### config.mk
export PLATFORM = sky130hd
export DESIGN_NAME = der_tag_length_header_parser_core
export DESIGN_NICKNAME = d
export VERILOG_FILES = /design/src/hdl/dertlh_pkg.sv /design/src/hdl/dertlh_step.sv /design/src/hdl/dertlh_out_reg.sv /design/src/hdl/der_tag_length_header_parser_core.sv
export SDC_FILE = /design/constraint.sdc
export NUM_CORES = 1
export LEC_CHECK = 0
export ABC_AREA = 1
export ABC_CLOCK_PERIOD_IN_PS = 6600
export BUFFER_PORTS_ARGS = -buffer_cell sky130_fd_sc_hd__buf_2
export CAP_MARGIN = 20
export CORE_ASPECT_RATIO = 1.4
export CORE_MARGIN = 1
export CORE_UTILIZATION = 53
export CTS_CLUSTER_DIAMETER = 150
export DETAILED_ROUTE_END_ITERATION = 6
export GPL_TIMING_DRIVEN = 0
export PLACE_DENSITY_LB_ADDON = 0.15
export SLEW_MARGIN = 10
export SYNTH_ARGS = -nofsm -noshare
export SYNTH_HDL_FRONTEND = slang
export SYNTH_HIERARCHICAL = 1
export SYNTH_SLANG_ARGS = --single-unit
### constraint.sdc
create_clock -name clk -period 6.6 [get_ports clk]
set_clock_uncertainty 0.2 [all_clocks]
set_input_delay 1.98 -clock clk [delete_from_list [all_inputs] [get_ports clk]]
set_output_delay 1.98 -clock clk [all_outputs]
set_load 0.005 [all_outputs]
### src/hdl/dertlh_pkg.sv
// shared types and constants for the der tag-length header parser
package dertlh_pkg;

  // parse phase of the current header
  typedef enum logic [1:0] {
    PH_IDENT    = 2'd0,
    PH_TAGCONT  = 2'd1,
    PH_LEN      = 2'd2,
    PH_LENBYTES = 2'd3
  } phase_t;

  // result status codes
  localparam logic [1:0] STAT_OK    = 2'd0;
  localparam logic [1:0] STAT_EOC   = 2'd1;
  localparam logic [1:0] STAT_INDEF = 2'd2;
  localparam logic [1:0] STAT_TRUNC = 2'd3;

  // byte field constants
  localparam logic [4:0] TAG_LONG_FORM  = 5'h1f;
  localparam logic [7:0] LEN_INDEF_BYTE = 8'h80;
  localparam logic [7:0] COUNT_MAX      = 8'hff;

  // one decoded header
  typedef struct packed {
    logic [7:0]  header_bytes;
    logic [31:0] content_length;
    logic [31:0] tag_number;
    logic [1:0]  tag_class;
    logic [1:0]  status;
  } result_t;

endpackage

### src/hdl/dertlh_step.sv
// per-byte header parse logic: next state and result from the current state
module dertlh_step
  import dertlh_pkg::*;
#(
  parameter int TAG_WIDTH    = 32,
  parameter int LENGTH_WIDTH = 32
) (
  input  phase_t                  phase_i,
  input  logic [7:0]              ident_i,
  input  logic [TAG_WIDTH-1:0]    tag_acc_i,
  input  logic [LENGTH_WIDTH-1:0] len_acc_i,
  input  logic [6:0]              left_i,
  input  logic [7:0]              count_i,
  input  logic [7:0]              byte_i,
  input  logic                    eos_i,
  output phase_t                  phase_o,
  output logic [7:0]              ident_o,
  output logic [TAG_WIDTH-1:0]    tag_acc_o,
  output logic [LENGTH_WIDTH-1:0] len_acc_o,
  output logic [6:0]              left_o,
  output logic [7:0]              count_o,
  output logic                    res_valid_o,
  output result_t                 res_o
);

  localparam int TagExtW = (TAG_WIDTH > 32) ? TAG_WIDTH : 32;
  localparam int LenExtW = (LENGTH_WIDTH > 32) ? LENGTH_WIDTH : 32;

  logic [7:0]              count_inc;
  logic [LENGTH_WIDTH-1:0] len_shift;
  logic [6:0]              left_dec;
  logic [TagExtW-1:0]      tag_ext;
  logic [LenExtW-1:0]      len_ext;
  logic [31:0]             tag_num;
  logic                    long_tag;

  // shared arithmetic
  assign count_inc = (count_i == COUNT_MAX) ? count_i : count_i + 8'd1;
  assign len_shift = LENGTH_WIDTH'({len_acc_i, byte_i});
  assign left_dec  = (left_i != 7'd0) ? left_i - 7'd1 : left_i;
  assign tag_ext   = TagExtW'(tag_acc_i);
  assign len_ext   = LenExtW'(len_shift);
  assign long_tag  = (ident_i[4:0] == TAG_LONG_FORM);
  assign tag_num   = long_tag ? tag_ext[31:0] : {27'd0, ident_i[4:0]};

  // next state
  always_comb begin
    phase_o   = phase_i;
    ident_o   = ident_i;
    tag_acc_o = tag_acc_i;
    len_acc_o = len_acc_i;
    left_o    = left_i;
    count_o   = count_i;
    if (eos_i) begin
      phase_o = PH_IDENT;
    end else begin
      count_o = count_inc;
      case (phase_i)
        PH_IDENT: begin
          ident_o   = byte_i;
          tag_acc_o = '0;
          len_acc_o = '0;
          left_o    = 7'd0;
          count_o   = 8'd1;
          phase_o   = (byte_i[4:0] == TAG_LONG_FORM) ? PH_TAGCONT : PH_LEN;
        end
        PH_TAGCONT: begin
          tag_acc_o = TAG_WIDTH'({tag_acc_i, byte_i[6:0]});
          if (!byte_i[7]) phase_o = PH_LEN;
        end
        PH_LEN: begin
          if (byte_i[7] && byte_i != LEN_INDEF_BYTE) begin
            left_o    = byte_i[6:0];
            len_acc_o = '0;
            phase_o   = PH_LENBYTES;
          end else if (byte_i[7] || (byte_i == 8'd0 && ident_i == 8'd0) || !byte_i[7]) begin
            phase_o = PH_IDENT;
          end
        end
        PH_LENBYTES: begin
          len_acc_o = len_shift;
          left_o    = left_dec;
          if (left_dec == 7'd0) phase_o = PH_IDENT;
        end
        default: phase_o = PH_IDENT;
      endcase
    end
  end

  // result
  always_comb begin
    res_valid_o        = 1'b0;
    res_o.status       = STAT_OK;
    res_o.tag_class    = ident_i[7:6];
    res_o.tag_number   = tag_num;
    res_o.content_length = 32'd0;
    res_o.header_bytes = count_inc;
    if (eos_i) begin
      // truncated header carries only the byte count
      res_valid_o        = (phase_i != PH_IDENT);
      res_o.status       = STAT_TRUNC;
      res_o.tag_class    = 2'd0;
      res_o.tag_number   = 32'd0;
      res_o.header_bytes = count_i;
    end else begin
      case (phase_i)
        PH_LEN: begin
          if (byte_i == 8'd0 && ident_i == 8'd0) begin
            res_valid_o  = 1'b1;
            res_o.status = STAT_EOC;
          end else if (byte_i == LEN_INDEF_BYTE) begin
            res_valid_o  = 1'b1;
            res_o.status = STAT_INDEF;
          end else if (!byte_i[7]) begin
            res_valid_o          = 1'b1;
            res_o.content_length = {24'd0, byte_i};
          end
        end
        PH_LENBYTES: begin
          if (left_dec == 7'd0) begin
            res_valid_o          = 1'b1;
            res_o.content_length = len_ext[31:0];
          end
        end
        default: res_valid_o = 1'b0;
      endcase
    end
  end

endmodule

### src/hdl/dertlh_out_reg.sv
// result register holding one decoded header until the receiver takes it
module dertlh_out_reg
  import dertlh_pkg::*;
(
  input  logic    clk,
  input  logic    rst_n,
  input  logic    load_i,
  input  result_t res_i,
  input  logic    out_tready,
  output logic    out_valid_o,
  output logic    free_o,
  output result_t res_o
);

  logic    valid_r, valid_nxt;
  result_t res_r;

  // the slot can take a new result when empty or being drained
  assign free_o = !valid_r || out_tready;

  always_comb begin
    valid_nxt = valid_r;
    if (load_i) valid_nxt = 1'b1;
    else if (out_tready) valid_nxt = 1'b0;
  end

  // valid flag
  always_ff @(posedge clk) begin
    if (!rst_n) begin
      valid_r <= 1'b0;
    end else begin
      valid_r <= valid_nxt;
    end
  end

  // payload
  always_ff @(posedge clk) begin
    if (load_i) res_r <= res_i;
  end

  assign out_valid_o = valid_r;
  assign res_o       = res_r;

endmodule

### src/hdl/der_tag_length_header_parser_core.sv
// top level of the der tag-length header parser
//
// Byte stream in on the in_ channel: in_tdata[7:0] is the next encoded byte,
// in_tuser marks end of stream (no byte). Every accepted byte advances the
// header state held in this module; when a header completes, or ends in an
// error, one decoded item goes to the out_ channel: out_tuser is the status
// (ok, end-of-contents, indefinite length, truncated header) and out_tdata
// carries class, tag number, content length and header byte count.
// Throughput is one byte per cycle while in_tready is high: the only loop is
// the update of the header state registers. out_tvalid rises in the cycle
// after the accepted byte that finishes a header, as the result register loads.
// When the receiver stalls, the result register holds its item and
// in_tready drops only while a result waits and out_tready is low; a byte
// that produces no result is still needed to wait then, since the next
// result could land at any byte.
// Synchronous reset puts the parser back at the start of a header and
// empties the result register.
module der_tag_length_header_parser_core
  import dertlh_pkg::*;
#(
  parameter int TAG_WIDTH    = 32,
  parameter int LENGTH_WIDTH = 32
) (
  input  logic        clk,
  input  logic        rst_n,
  input  logic        in_tvalid,
  output logic        in_tready,
  input  logic [7:0]  in_tdata,   // data_byte[7:0]
  input  logic        in_tuser,   // end_of_stream
  output logic        out_tvalid,
  input  logic        out_tready,
  // tag_class[1:0], tag_number[33:2], content_length[65:34],
  // header_bytes[73:66], zero fill [79:74]
  output logic [79:0] out_tdata,
  output logic [1:0]  out_tuser   // status
);

  phase_t                  phase_r, phase_nxt;
  logic [7:0]              ident_r, ident_nxt;
  logic [TAG_WIDTH-1:0]    tag_acc_r, tag_acc_nxt;
  logic [LENGTH_WIDTH-1:0] len_acc_r, len_acc_nxt;
  logic [6:0]              left_r, left_nxt;
  logic [7:0]              count_r, count_nxt;
  logic                    res_valid;
  result_t                 res, res_q;
  logic                    slot_free;
  logic                    in_acc;

  assign in_tready = slot_free;
  assign in_acc    = in_tvalid && in_tready;

  // parse logic for one byte
  dertlh_step #(
    .TAG_WIDTH   (TAG_WIDTH),
    .LENGTH_WIDTH(LENGTH_WIDTH)
  ) u_step (
    .phase_i    (phase_r),
    .ident_i    (ident_r),
    .tag_acc_i  (tag_acc_r),
    .len_acc_i  (len_acc_r),
    .left_i     (left_r),
    .count_i    (count_r),
    .byte_i     (in_tdata),
    .eos_i      (in_tuser),
    .phase_o    (phase_nxt),
    .ident_o    (ident_nxt),
    .tag_acc_o  (tag_acc_nxt),
    .len_acc_o  (len_acc_nxt),
    .left_o     (left_nxt),
    .count_o    (count_nxt),
    .res_valid_o(res_valid),
    .res_o      (res)
  );

  // header state
  always_ff @(posedge clk) begin
    if (!rst_n) begin
      phase_r   <= PH_IDENT;
      ident_r   <= 8'd0;
      tag_acc_r <= '0;
      len_acc_r <= '0;
      left_r    <= 7'd0;
      count_r   <= 8'd0;
    end else if (in_acc) begin
      phase_r   <= phase_nxt;
      ident_r   <= ident_nxt;
      tag_acc_r <= tag_acc_nxt;
      len_acc_r <= len_acc_nxt;
      left_r    <= left_nxt;
      count_r   <= count_nxt;
    end
  end

  // result register
  dertlh_out_reg u_out (
    .clk        (clk),
    .rst_n      (rst_n),
    .load_i     (in_acc && res_valid),
    .res_i      (res),
    .out_tready (out_tready),
    .out_valid_o(out_tvalid),
    .free_o     (slot_free),
    .res_o      (res_q)
  );

  assign out_tuser = res_q.status;
  assign out_tdata = {6'd0, res_q.header_bytes, res_q.content_length,
                      res_q.tag_number, res_q.tag_class};

  // a finished header always returns the parser to the identifier phase
  a_result_ends_header: assert property (@(posedge clk) disable iff (!rst_n)
    in_acc && res_valid |=> phase_r == PH_IDENT)
    else $error("parser not at identifier after a result");

  // inside a header at least one byte has been counted
  a_count_in_header: assert property (@(posedge clk) disable iff (!rst_n)
    phase_r != PH_IDENT |-> count_r != 8'd0)
    else $error("header byte count zero inside a header");

  // long-form length always has bytes still to come
  a_len_bytes_left: assert property (@(posedge clk) disable iff (!rst_n)
    phase_r == PH_LENBYTES |-> left_r != 7'd0)
    else $error("length byte counter empty in length phase");

endmodule

==> reports/metrics.sh, run 1 <==
CP_MAX_FO=3
WORST-ENDPOINT-ARRIVAL_NS=2.33
POST_DRT_VIA_CELL_RATIO=5.07
POWER.DENSITY_nW_PER_UM2=259
MAX-CLOCK-PATH-BUFFERS=2
GRT_ANTENNA_BEFORE_REPAIR=0
INITIAL_UTILIZATION_PCT=54.2
MAXCAPVIOLCOUNT=0
NUMBER_OF_GLOBAL_ROUTE_VIAS_BEFORE_REPAIR=6712
FINAL_CELL_COUNT_NO_FILL=1420
GRT_FIRST_PASS_WIRELENGTH_MM=33.0
FINALWIRELENGTH_MM=20.6
DPL_WORST_SLACK_NS=1.77
DRC=0
CLOCK.FMAX_GHz=0.222
ANTENNADIODECOUNT=0
ENDPOINT_CLASS_OF_THE_CRITICAL_PATH='primary output'
ANTENNA_LEFT=0
NETSWITCHINGPOWER_mW=0.716
CP-START-KIND='primary input'
SYNTH.YOSYS.WARNINGS=6
DIE_AREA_SQ_UM=15900
GR-USAGE-ALL-LAYERS_PCT=27.1
HOLD_PATH.CLASS='flip-flop to flip-flop'
DR_VIAS=7196
NUM-NETS-FINAL=1231
FIRST_ITER_VIOLATIONS=419
MIN_PERIOD_OVER_PERIOD_PCT=68.4
GRT_REMAINING_OVERFLOW=0
DPL-INSTANCE-AREA_SQ_UM=8930
PLACED_CELLS=1388
HTREE_LEVELS=4
SETUP_TOTAL_NEGATIVE_SLACK_NS=0
WIDTH_OF_THE_CHIP_MICRONS=107
CTS_MADE_BUFFERS=17
GRT_START_MAX_NET_PINS=33
POWER.IR.VDD_WORST_V=0.000160
POWER.CLOCK.FRACTION_PCT=39.5
P_INT_mW=1.74
SYNTH_AREA_SQ_UM=8160
DP.FINAL_HPWL_MM=15.0
TIMING.MAX_SLEW.REL_SLACK_PCT=48.7
IOPINCOUNT=97
CRITPATHREQUIREDTIME_NS=4.42
DRIVE_ABOVE_1_SHARE_PCT=17.2
CTS_RESIZED=0
CLK_PIN_SLEW_NS=0.07
ROUTABILITYCONGESTION=0.875
AVGROUTEDWIREPERCELL_MICRONS=14.5
FINAL_CELL_AREA_SQ_UM=9500
HOLD_VIOL=0
WORST_SKEW_PAIR.LATE_LATENCY_NS=0.43
UNREPAIRED_SETUP_ENDPOINTS_AFTER_GLOBAL_ROUTING='no'
SWSHARE_PCT=29.1
SYN_AVG_CELL_AREA_SQ_UM=7.43
CLOCK_TREE_FROM_TRITONCTS='built'
POST_CTS.REPAIR.SETUP_BUFFERS=0
HOLD_WS_NS=0.311
TOTAL_SETUP_VIOLATIONS_REPORTED_AT_THE_END_OF_THE_FLOW=0
POWER_LEAKAGE_nW=4.19
TIMING_MAX_TRANSITION_VIOLATIONS_FINAL=0
PORT_BUFFERS=90
POWER.COMBINATIONAL.FRACTION_PCT=14.7
POSTSYNTHCELLCOUNT=1099
MIN_PERIOD_NS=4.51
CRITICALPATHCATEGORY='primary input to primary output'
OUTCOME='finished, final reports clean'
SLEW_WORST_PIN_NS=0.768
FIRST_PASS_ITERS=7
DESIGN.CORE.AREA_SQ_UM=15100
DIE_H_MICRONS=149
TRITONCTS_SINK_COUNT=158
FLOORPLAN.ROWS=53
CLOCK_TREE.ROOT_CELL='clkbuf_16'
LAYOUT_SETUP_WS_NS=2.09
POWER_FRAC_SEQ_PCT=45.8
CTS_STAGE_HOLD_BUFFER_COUNT=0
SYN_TO_FINAL_GROWTH_PCT=16.4
## cell usage in the layout, fill, tap and decap left out, drive strengths merged
cell type and instances:
inv 192, nand3 35, o22ai 22, nand4 8, dfxtp 82, o211ai 11
a22o 1, edfxtp 76, o21ai 76, xnor2 1, o221ai 1, clkinv 4
a21boi 1, nor4 5, buf 130, bufinv 1, nand2 252, nor3 30
a21oi 7, clkbuf 46, o31ai 2, xor2 4, clkinvlp 1, conb 6
a31oi 1, nor2 230, ha 3
## through the flow
step	utilization, %	power [mW]
floorplan	-	1.39
global placement	59.0	1.49
detailed placement	59.3	1.50
CTS	63.1	2.47
global route	63.1	2.56
finish	63.1	2.46
## critical path, stage by stage
cell and delay, ns:
buf_2 0.10, inv_1 0.06, nand2_2 0.07, buf_2 0.13
## metal layers
layer,GRT usage [%],vias to the layer above,wire length (microns)
li1,-,3632,-
met1,32.0,3229,8210
met2,46.5,273,10300
met3,4.15,62,1110
met4,15.8,0,977
met5,0,-,0
## power by group through the flow
stage | clock network [mW] | logic [mW] | registers [mW]
2_1_floorplan | 0 | 0.249 | 1.14
3_3_place_gp | 0 | 0.345 | 1.15
3_5_place_dp | 0 | 0.355 | 1.15
4_1_cts | 0.987 | 0.358 | 1.13
5_1_grt | 1.02 | 0.406 | 1.13
6_report | 0.971 | 0.360 | 1.13
## sequential cells by signal, summed over array words and instances, names as in the netlist
signal             cells
u_out/res_o           76
tag_acc_r             32
len_acc_r             24
count_r                8
ident_r                8
left_r                 7
phase_r                2
u_out/out_valid_o      1
## worst paths after layout
check,startpoint,to,slack [ns],cells past startpoint
worst max-delay path,out_tready,in_tready,2.09,4
worst min-delay path,phase_r[1],phase_r[1],0.31,4
worst min register to register,phase_r[1],phase_r[1],0.31,4
worst max register to register,left_r[0],u_out/res_o[45],3.35,13
## final cells by class
type | count | area [sq um]
flip-flops and latches | 158 | 3920
repair buffers | 92 | 498
inverters | 183 | 689
multi-input cells | 696 | 3230
well taps | 192 | 240
clock buffers | 17 | 425
fillers | 1332 | 5550
clock inverters | 15 | 149
plain buffers | 67 | 350
No activity file was read; power rests on OpenSTA's default activity.
==> inputs of run 2 (changes only) <==
- ABC_CLOCK_PERIOD_IN_PS: 6600 -> 4500
- CORE_UTILIZATION: 53 -> 55
- clock period: 6.6 -> 4.5 ns (I/O delays scaled with it)
==> run 2 against run 1 <==
  * First-iteration DRC count shrank 16%
  * Critical path depth grew 5
  * Setup slack lost 1.4 ns
  * Via count grew 0.61%
  * Register-to-register slack lost 2.1 ns
  * Flip-flop and latch count is the same
  * Final cell count shrank 0.21%
  * Count of clock-buffer cells in the layout grew 1
  * Total power grew 49%
  * Wire length grew 1.1%
  * Clock power grew 53%
  * Combinational power grew 47%
  * Largest cell class unchanged
==> reports/metrics.sh, run 2 (synthesized netlist as in run 1, its figures left out) <==
OUTCOME='finished, final reports clean'
DP.FINAL_HPWL_MM=15.0  # about the same
DRIVE_ABOVE_1_SHARE_PCT=17.2  # unchanged
POWER.IR.VDD_WORST_V=0.000247  # +55%
ROUTABILITYCONGESTION=0.937  # +7.1%
CLK_PIN_SLEW_NS=0.06  # about the same
FINAL_CELL_AREA_SQ_UM=9520  # +0.22%
TIMING.MAX_SLEW.REL_SLACK_PCT=49.0  # +0.35 points
WORST_SKEW_PAIR.LATE_LATENCY_NS=0.43  # about the same
AVGROUTEDWIREPERCELL_MICRONS=14.7  # +1.3%
MIN_PERIOD_NS=3.82
SLACK_OF_THE_WORST_REG_TO_REG_PATH_NS=1.23  # -2.12 ns
SLEW_WORST_PIN_NS=0.763  # -0.00521 ns
WORSTHOLDPATHCELLS=2  # -2
SETUP_TOTAL_NEGATIVE_SLACK_NS=0  # unchanged
FINALPOWER_mW=3.67  # +49%
HOLD_PATH_END='u_out/out_valid_o'
IOPINCOUNT=97  # unchanged
POWER_LEAKAGE_nW=4.20  # +0.23%
DESIGN.CORE.AREA_SQ_UM=14500  # -3.6%
WORST-ENDPOINT-ARRIVAL_NS=3.75  # +1.42 ns
CRITICAL_PATH.CELL_CHAIN='buf_2, buf_2, inv_1, clkbuf_1, nor2_1, a31oi_1, inv_1, nor2_4, buf_12'
ANTENNADIODECOUNT=0  # unchanged
HOLD_PATH.CLASS='flip-flop to flip-flop'
SYN_TO_FINAL_GROWTH_PCT=16.7
FILL_CELLS=1314  # -1.4%
CRITICAL-PATH-SLOWEST-CELL='nor2_4'
INITIAL_UTILIZATION_PCT=56.3  # +2.0 points
MULTI_INPUT_COMB_AREA_SQ_UM=3230  # unchanged
GRT_ANTENNA_BEFORE_REPAIR=0  # unchanged
WIDTH_OF_THE_CHIP_MICRONS=105  # -1.8%
TRITONCTS_SINK_COUNT=158  # unchanged
DRC=0  # unchanged
MAX-CLOCK-PATH-BUFFERS=2  # unchanged
MAXCAPVIOLCOUNT=0  # unchanged
CTS_RESIZED=0  # unchanged
HTREE_LEVELS=4  # unchanged
NUM-NETS-FINAL=1231  # unchanged
ENDPOINT_CLASS_OF_THE_CRITICAL_PATH='flip-flop'
CRITICALPATHCATEGORY='primary input to flip-flop'
LAYOUT_SETUP_WS_NS=0.675  # -1.41 ns
CTS_MADE_BUFFERS=17  # unchanged
CRITICAL_PATH.REG2REG.ENDPOINT='u_out/res_o[47]'
CRITPATHMAXSTAGEDELAY_NS=0.61  # +0.48 ns
FINAL_CELL_MIX='247 x nand2_1, 220 x nor2_1, 175 x inv_1'
FINAL-SEQ-AREA_SQ_UM=3920  # unchanged
DIE_AREA_SQ_UM=15300  # -3.6%
POWER.DENSITY_nW_PER_UM2=385  # +49%
CP-START-KIND='primary input'
R2R.WORST_PATH.CELLS=13  # unchanged
CP_MAX_FO=31  # +28
CTS_STAGE_HOLD_BUFFER_COUNT=0  # unchanged
GRT_START_MAX_NET_PINS=32  # -3.0%
CRITPATHREQUIREDTIME_NS=4.42  # about the same
FINALWIRELENGTH_MM=20.9  # +1.1%
HOLD_VIOL=0  # unchanged
FIRST_PASS_ITERS=5  # -2
TOTAL_SETUP_VIOLATIONS_REPORTED_AT_THE_END_OF_THE_FLOW=0  # unchanged
DPL-INSTANCE-AREA_SQ_UM=8920  # about the same
GR-USAGE-ALL-LAYERS_PCT=28.0  # +0.93 points
DPL_WORST_SLACK_NS=0.272  # -1.50 ns
POST_CTS.REPAIR.SETUP_BUFFERS=0  # unchanged
REGTOREGSTARTPOINT='left_r[0]'
TIMING_MAX_TRANSITION_VIOLATIONS_FINAL=0  # unchanged
LARGEST_REG_FLOPS=76  # unchanged
CLOCK_TREE.ROOT_CELL='clkbuf_16'
NUMBER_OF_GLOBAL_ROUTE_VIAS_BEFORE_REPAIR=6870  # +2.4%
PORT_BUFFERS=90  # unchanged
CLOCK_TREE_FROM_TRITONCTS='built'
CLOCK.FMAX_GHz=0.261
DR_VIAS=7240  # +0.61%
POST_DRT_VIA_CELL_RATIO=5.11  # +0.82%
MIN-DELAY-START='u_out/out_valid_o'
MIN_PERIOD_OVER_PERIOD_PCT=85.0
FIRST_ITER_VIOLATIONS=353  # -16%
DIE_H_MICRONS=146  # -1.8%
FLOORPLAN.ROWS=52  # -1.9%
GRT_REMAINING_OVERFLOW=0  # unchanged
UNREPAIRED_SETUP_ENDPOINTS_AFTER_GLOBAL_ROUTING='no'
GRT_FIRST_PASS_WIRELENGTH_MM=33.5  # +1.5%
LAYOUT_COMMONEST_CELL='nand2_1'
ANTENNA_LEFT=0  # unchanged
==> run 2: changes by cell type in the layout (fill, tap and decap cells not counted), sizes merged <==
cell,previous run,this run
bufinv,1,2
clkinv,4,2
clkbuf,46,47
==> run 2: metal layers <==
metal,global-route usage (%),vias up,share of wire (%)
met1,30.9,3267,40
met5,0,-,0
met4,15.9,0,4.6
met2,50.5,256,51
li1,-,3646,-
met3,4.82,71,5.2
==> run 2: through the flow <==
| stage | hold slack, ns | std cells | utilization (%) |
|---|---|---|---|
| after floorplan | 0.285 | 1104 | - |
| after global placement | 0.283 | 1383 | 61.2 |
| after detailed placement | 0.288 | 1385 | 61.5 |
| after CTS | 0.297 | 1417 | 65.6 |
| after global routing | 0.319 | 1417 | 65.6 |
| final | 0.296 | 1417 | 65.6 |
==> run 2: worst max path at each step <==
| stage | start | to | slack (ns) | cells after the start |
|---|---|---|---|---|
| after floorplan | in_tdata[0] | u_out/res_o[0] | 0.54 | 7 |
| after global placement | in_tuser | u_out/res_o[73] | -0.50 | 8 |
| after detailed placement | in_tuser | u_out/res_o[64] | 0.27 | 9 |
| after CTS | in_tuser | u_out/res_o[1] | 0.69 | 9 |
| after global routing | in_tuser | u_out/res_o[48] | 0.57 | 9 |
| final | in_tuser | u_out/res_o[47] | 0.68 | 9 |
==> run 2: area by class of cell <==
class / count / share of cell area, %
Sequential cell: 158 / 41.2
Multi-Input combinational cell: 696 / 33.9
Inverter: 183 / 7.24
Timing Repair Buffer: 92 / 5.23
Clock buffer: 18 / 4.51
Buffer: 67 / 3.68
Tap cell: 189 / 2.48
Clock inverter: 14 / 1.79
==> run 2: critical path: cells and delay by family <==
kind                   cells  cell delay, ns
buffers and inverters      6            1.47
AND/OR/NAND/NOR            2            0.73
AO/OA/AOI/OAI              1            0.17
==> run 2: power breakdown <==
part	internal [mW]	switching, mW	leakage, nW	total (mW)
registers	1.59	0.0550	1.39	1.65
clock network	0.841	0.645	0.294	1.49
logic	0.177	0.354	2.52	0.531
total	2.61	1.05	4.20	3.67
==> inputs of run 3 (changes only) <==
- ABC_AREA: 1 -> 0
- ABC_CLOCK_PERIOD_IN_PS: 4500 -> 4000
- clock period: 4.5 -> 4 ns (I/O delays scaled with it)
==> run 3 against run 2 <==
  * Design area decreased by 6.0%
  * Sequential power increased by 4%
  * Flip-flop and latch count did not move
  * Synthesized cell count fell by 22%
  * Combinational power is 54% lower
  * First-iteration DRC count grew 49%
  * Synthesized area shrank 5.6%
  * Critical path type unchanged
  * Critical endpoint is now u_out/res_o[38]
  * Largest cell class unchanged
==> reports/metrics.sh, run 3 <==
OUTCOME='finished, final reports clean'
TIMING_MAX_TRANSITION_VIOLATIONS_FINAL=0  # unchanged
MIN_PERIOD_OVER_PERIOD_PCT=95.7
DRC=0  # unchanged
DPL_WORST_SLACK_NS=-0.201  # -0.473 ns
AVGROUTEDWIREPERCELL_MICRONS=17.8  # +21%
TIMING.MAX_SLEW.REL_SLACK_PCT=42.7  # -6.3 points
CLOCK.FMAX_GHz=0.261
SYNTH.YOSYS.WARNINGS=6  # unchanged
POWER_LEAKAGE_nW=3.29  # -22%
HOLD_PATH.CLASS='flip-flop to flip-flop'
WIDTH_OF_THE_CHIP_MICRONS=102  # -2.8%
TOTAL_SETUP_VIOLATIONS_REPORTED_AT_THE_END_OF_THE_FLOW=0  # unchanged
ANTENNADIODECOUNT=0  # unchanged
DIE_H_MICRONS=142  # -2.8%
CRITPATHREQUIREDTIME_NS=3.91  # -0.51 ns
DESIGN.CORE.AREA_SQ_UM=13500  # -6.9%
POWER.COMBINATIONAL.FRACTION_PCT=7.0  # -7.5 points
LARGEST_REG_FLOPS=76  # unchanged
POST_DRT_VIA_CELL_RATIO=5.92  # +16%
FINALPOWER_mW=3.44  # -6.2%
MAX-CLOCK-PATH-BUFFERS=2  # unchanged
NUM-NETS-FINAL=981  # -20%
TRITONCTS_SINK_COUNT=158  # unchanged
CTS_STAGE_HOLD_BUFFER_COUNT=0  # unchanged
ANTENNA_LEFT=0  # unchanged
MIN_PERIOD_NS=3.83
SYN_AVG_CELL_AREA_SQ_UM=9.05  # +22%
INITIAL_UTILIZATION_PCT=57.1  # +0.79 points
DRIVE_ABOVE_1_SHARE_PCT=18.8  # +1.6 points
GRT_REMAINING_OVERFLOW=0  # unchanged
PORT_BUFFERS=88  # -2.2%
CLOCK_TREE.ROOT_CELL='clkbuf_16'
MAXCAPVIOLCOUNT=0  # unchanged
POWER_FRAC_SEQ_PCT=49.9  # +4.9 points
DPL-INSTANCE-AREA_SQ_UM=8420  # -5.6%
CP.BUFFERS_INVERTERS=4  # -2
FINAL_CELL_MIX='175 x nand2_1, 116 x o21ai_0, 95 x buf_2'
POST_CTS.REPAIR.SETUP_BUFFERS=0  # unchanged
CLOCK_TREE_FROM_TRITONCTS='built'
DP.FINAL_HPWL_MM=14.3  # -4.3%
WORST_SKEW_PAIR.LATE_LATENCY_NS=0.43  # about the same
POWER.IR.VDD_WORST_V=0.000262  # +6.2%
GRT_START_MAX_NET_PINS=41  # +28%
FIRST_ITER_VIOLATIONS=526  # +49%
FINALWIRELENGTH_MM=20.7  # -0.97%
P_INT_mW=2.60  # -0.33%
UNREPAIRED_SETUP_ENDPOINTS_AFTER_GLOBAL_ROUTING='no'
SWSHARE_PCT=24.3  # -4.4 points
FINALCOREUTILIZATION_PCT=66.3  # +0.62 points
HTREE_LEVELS=4  # unchanged
NETSWITCHINGPOWER_mW=0.836  # -21%
SETUP_TOTAL_NEGATIVE_SLACK_NS=0  # unchanged
CRITICALPATHCATEGORY='primary input to flip-flop'
CRITICAL_PATH.CELL_CHAIN='clkbuf_1, clkbuf_1, buf_1, o211a_1, and3_4, buf_12'
CTS_RESIZED=0  # unchanged
WORST-ENDPOINT-ARRIVAL_NS=3.74  # about the same
FINAL_CELL_COUNT_NO_FILL=1160  # -18%
CRITICAL-PATH-SLOWEST-CELL='buf_1'
IOPINCOUNT=97  # unchanged
DR_VIAS=6862  # -5.2%
LAYOUT_SETUP_WS_NS=0.172  # -0.503 ns
CP-START-KIND='primary input'
GR-USAGE-ALL-LAYERS_PCT=29.5  # +1.5 points
ENDPOINT_CLASS_OF_THE_CRITICAL_PATH='flip-flop'
FIRST_PASS_ITERS=5  # unchanged
NUMBER_OF_GLOBAL_ROUTE_VIAS_BEFORE_REPAIR=6356  # -7.5%
POWER.CLOCK.FRACTION_PCT=43.1  # +2.6 points
HOLD_WS_NS=0.277  # -0.0190 ns
GRT_ANTENNA_BEFORE_REPAIR=0  # unchanged
POSTSYNTHCELLCOUNT=852  # -22%
ROUTABILITYCONGESTION=0.968  # +3.4%
SYNTH_AREA_SQ_UM=7710  # -5.6%
TIMING.CRITICAL_PATH.MAX_DELAY_FAMILY='buffers and inverters'
CRITPATHMAXSTAGEDELAY_NS=0.54  # -0.07 ns
PLACED_CELLS=1128  # -19%
HOLD_VIOL=0  # unchanged
SLACK_OF_THE_WORST_REG_TO_REG_PATH_NS=0.54  # -0.69 ns
DIE_AREA_SQ_UM=14500  # -5.5%
DOMINANT_CELL_TYPE_BY_COUNT_ON_THE_CRITICAL_PATH='clkbuf_1'
POWER.DENSITY_nW_PER_UM2=384  # -0.20%
FLOORPLAN.ROWS=50  # -3.8%
GRT_FIRST_PASS_WIRELENGTH_MM=32.5  # -3.0%
FINAL_CELL_AREA_SQ_UM=8950  # -6.0%
CTS_MADE_BUFFERS=17  # unchanged
SYN_TO_FINAL_GROWTH_PCT=16.1
CLK_PIN_SLEW_NS=0.06  # about the same
CP_MAX_FO=40  # +29%
LAYOUT_COMMONEST_CELL='nand2_1'
SLEW_WORST_PIN_NS=0.852  # +0.0891 ns
[run 3: worst paths after layout]
path	end	depth (start not counted)	start
worst min-delay path	len_acc_r[16]	2	len_acc_r[16]
worst min register to register	len_acc_r[16]	2	len_acc_r[16]
worst max-delay path	u_out/res_o[38]	6	in_tuser
worst max register to register	u_out/res_o[38]	9	left_r[0]
[run 3: cell type report]
class,instances,area [sq um]
fillers,1161,4560
flip-flops and latches,158,3920
multi-input cells,598,3340
clock buffers,23,468
repair buffers,89,460
plain buffers,87,419
well taps,182,228
clock inverters,9,63.8
inverters,14,52.6
[run 3: per-layer routing]
| layer | wire length [microns] | track usage [%] |
|---|---|---|
| met4 | 947 | 17.2 |
| met3 | 1250 | 5.60 |
| met1 | 7960 | 34.5 |
| met5 | 0 | 0 |
| met2 | 10500 | 49.9 |
[run 3: power by group through the flow]
stage / combinational [mW] / sequential (mW) / clock, mW
4_1_cts: 0.237 / 1.72 / 1.50
3_5_place_dp: 0.236 / 1.75 / 0
5_1_grt: 0.260 / 1.72 / 1.56
2_1_floorplan: 0.153 / 1.75 / 0
3_3_place_gp: 0.232 / 1.75 / 0
6_report: 0.242 / 1.72 / 1.48
[run 3: worst register-to-register path: stages, from the launching register on]
cell and delay, ns:
dfxtp_1 0.46, inv_1 0.10, ha_1 0.26, xor2_1 0.18
nor3_1 0.38, nand4_2 0.22, a31oi_1 0.30, o211a_1 0.17
and3_4 0.54, buf_12 0.30
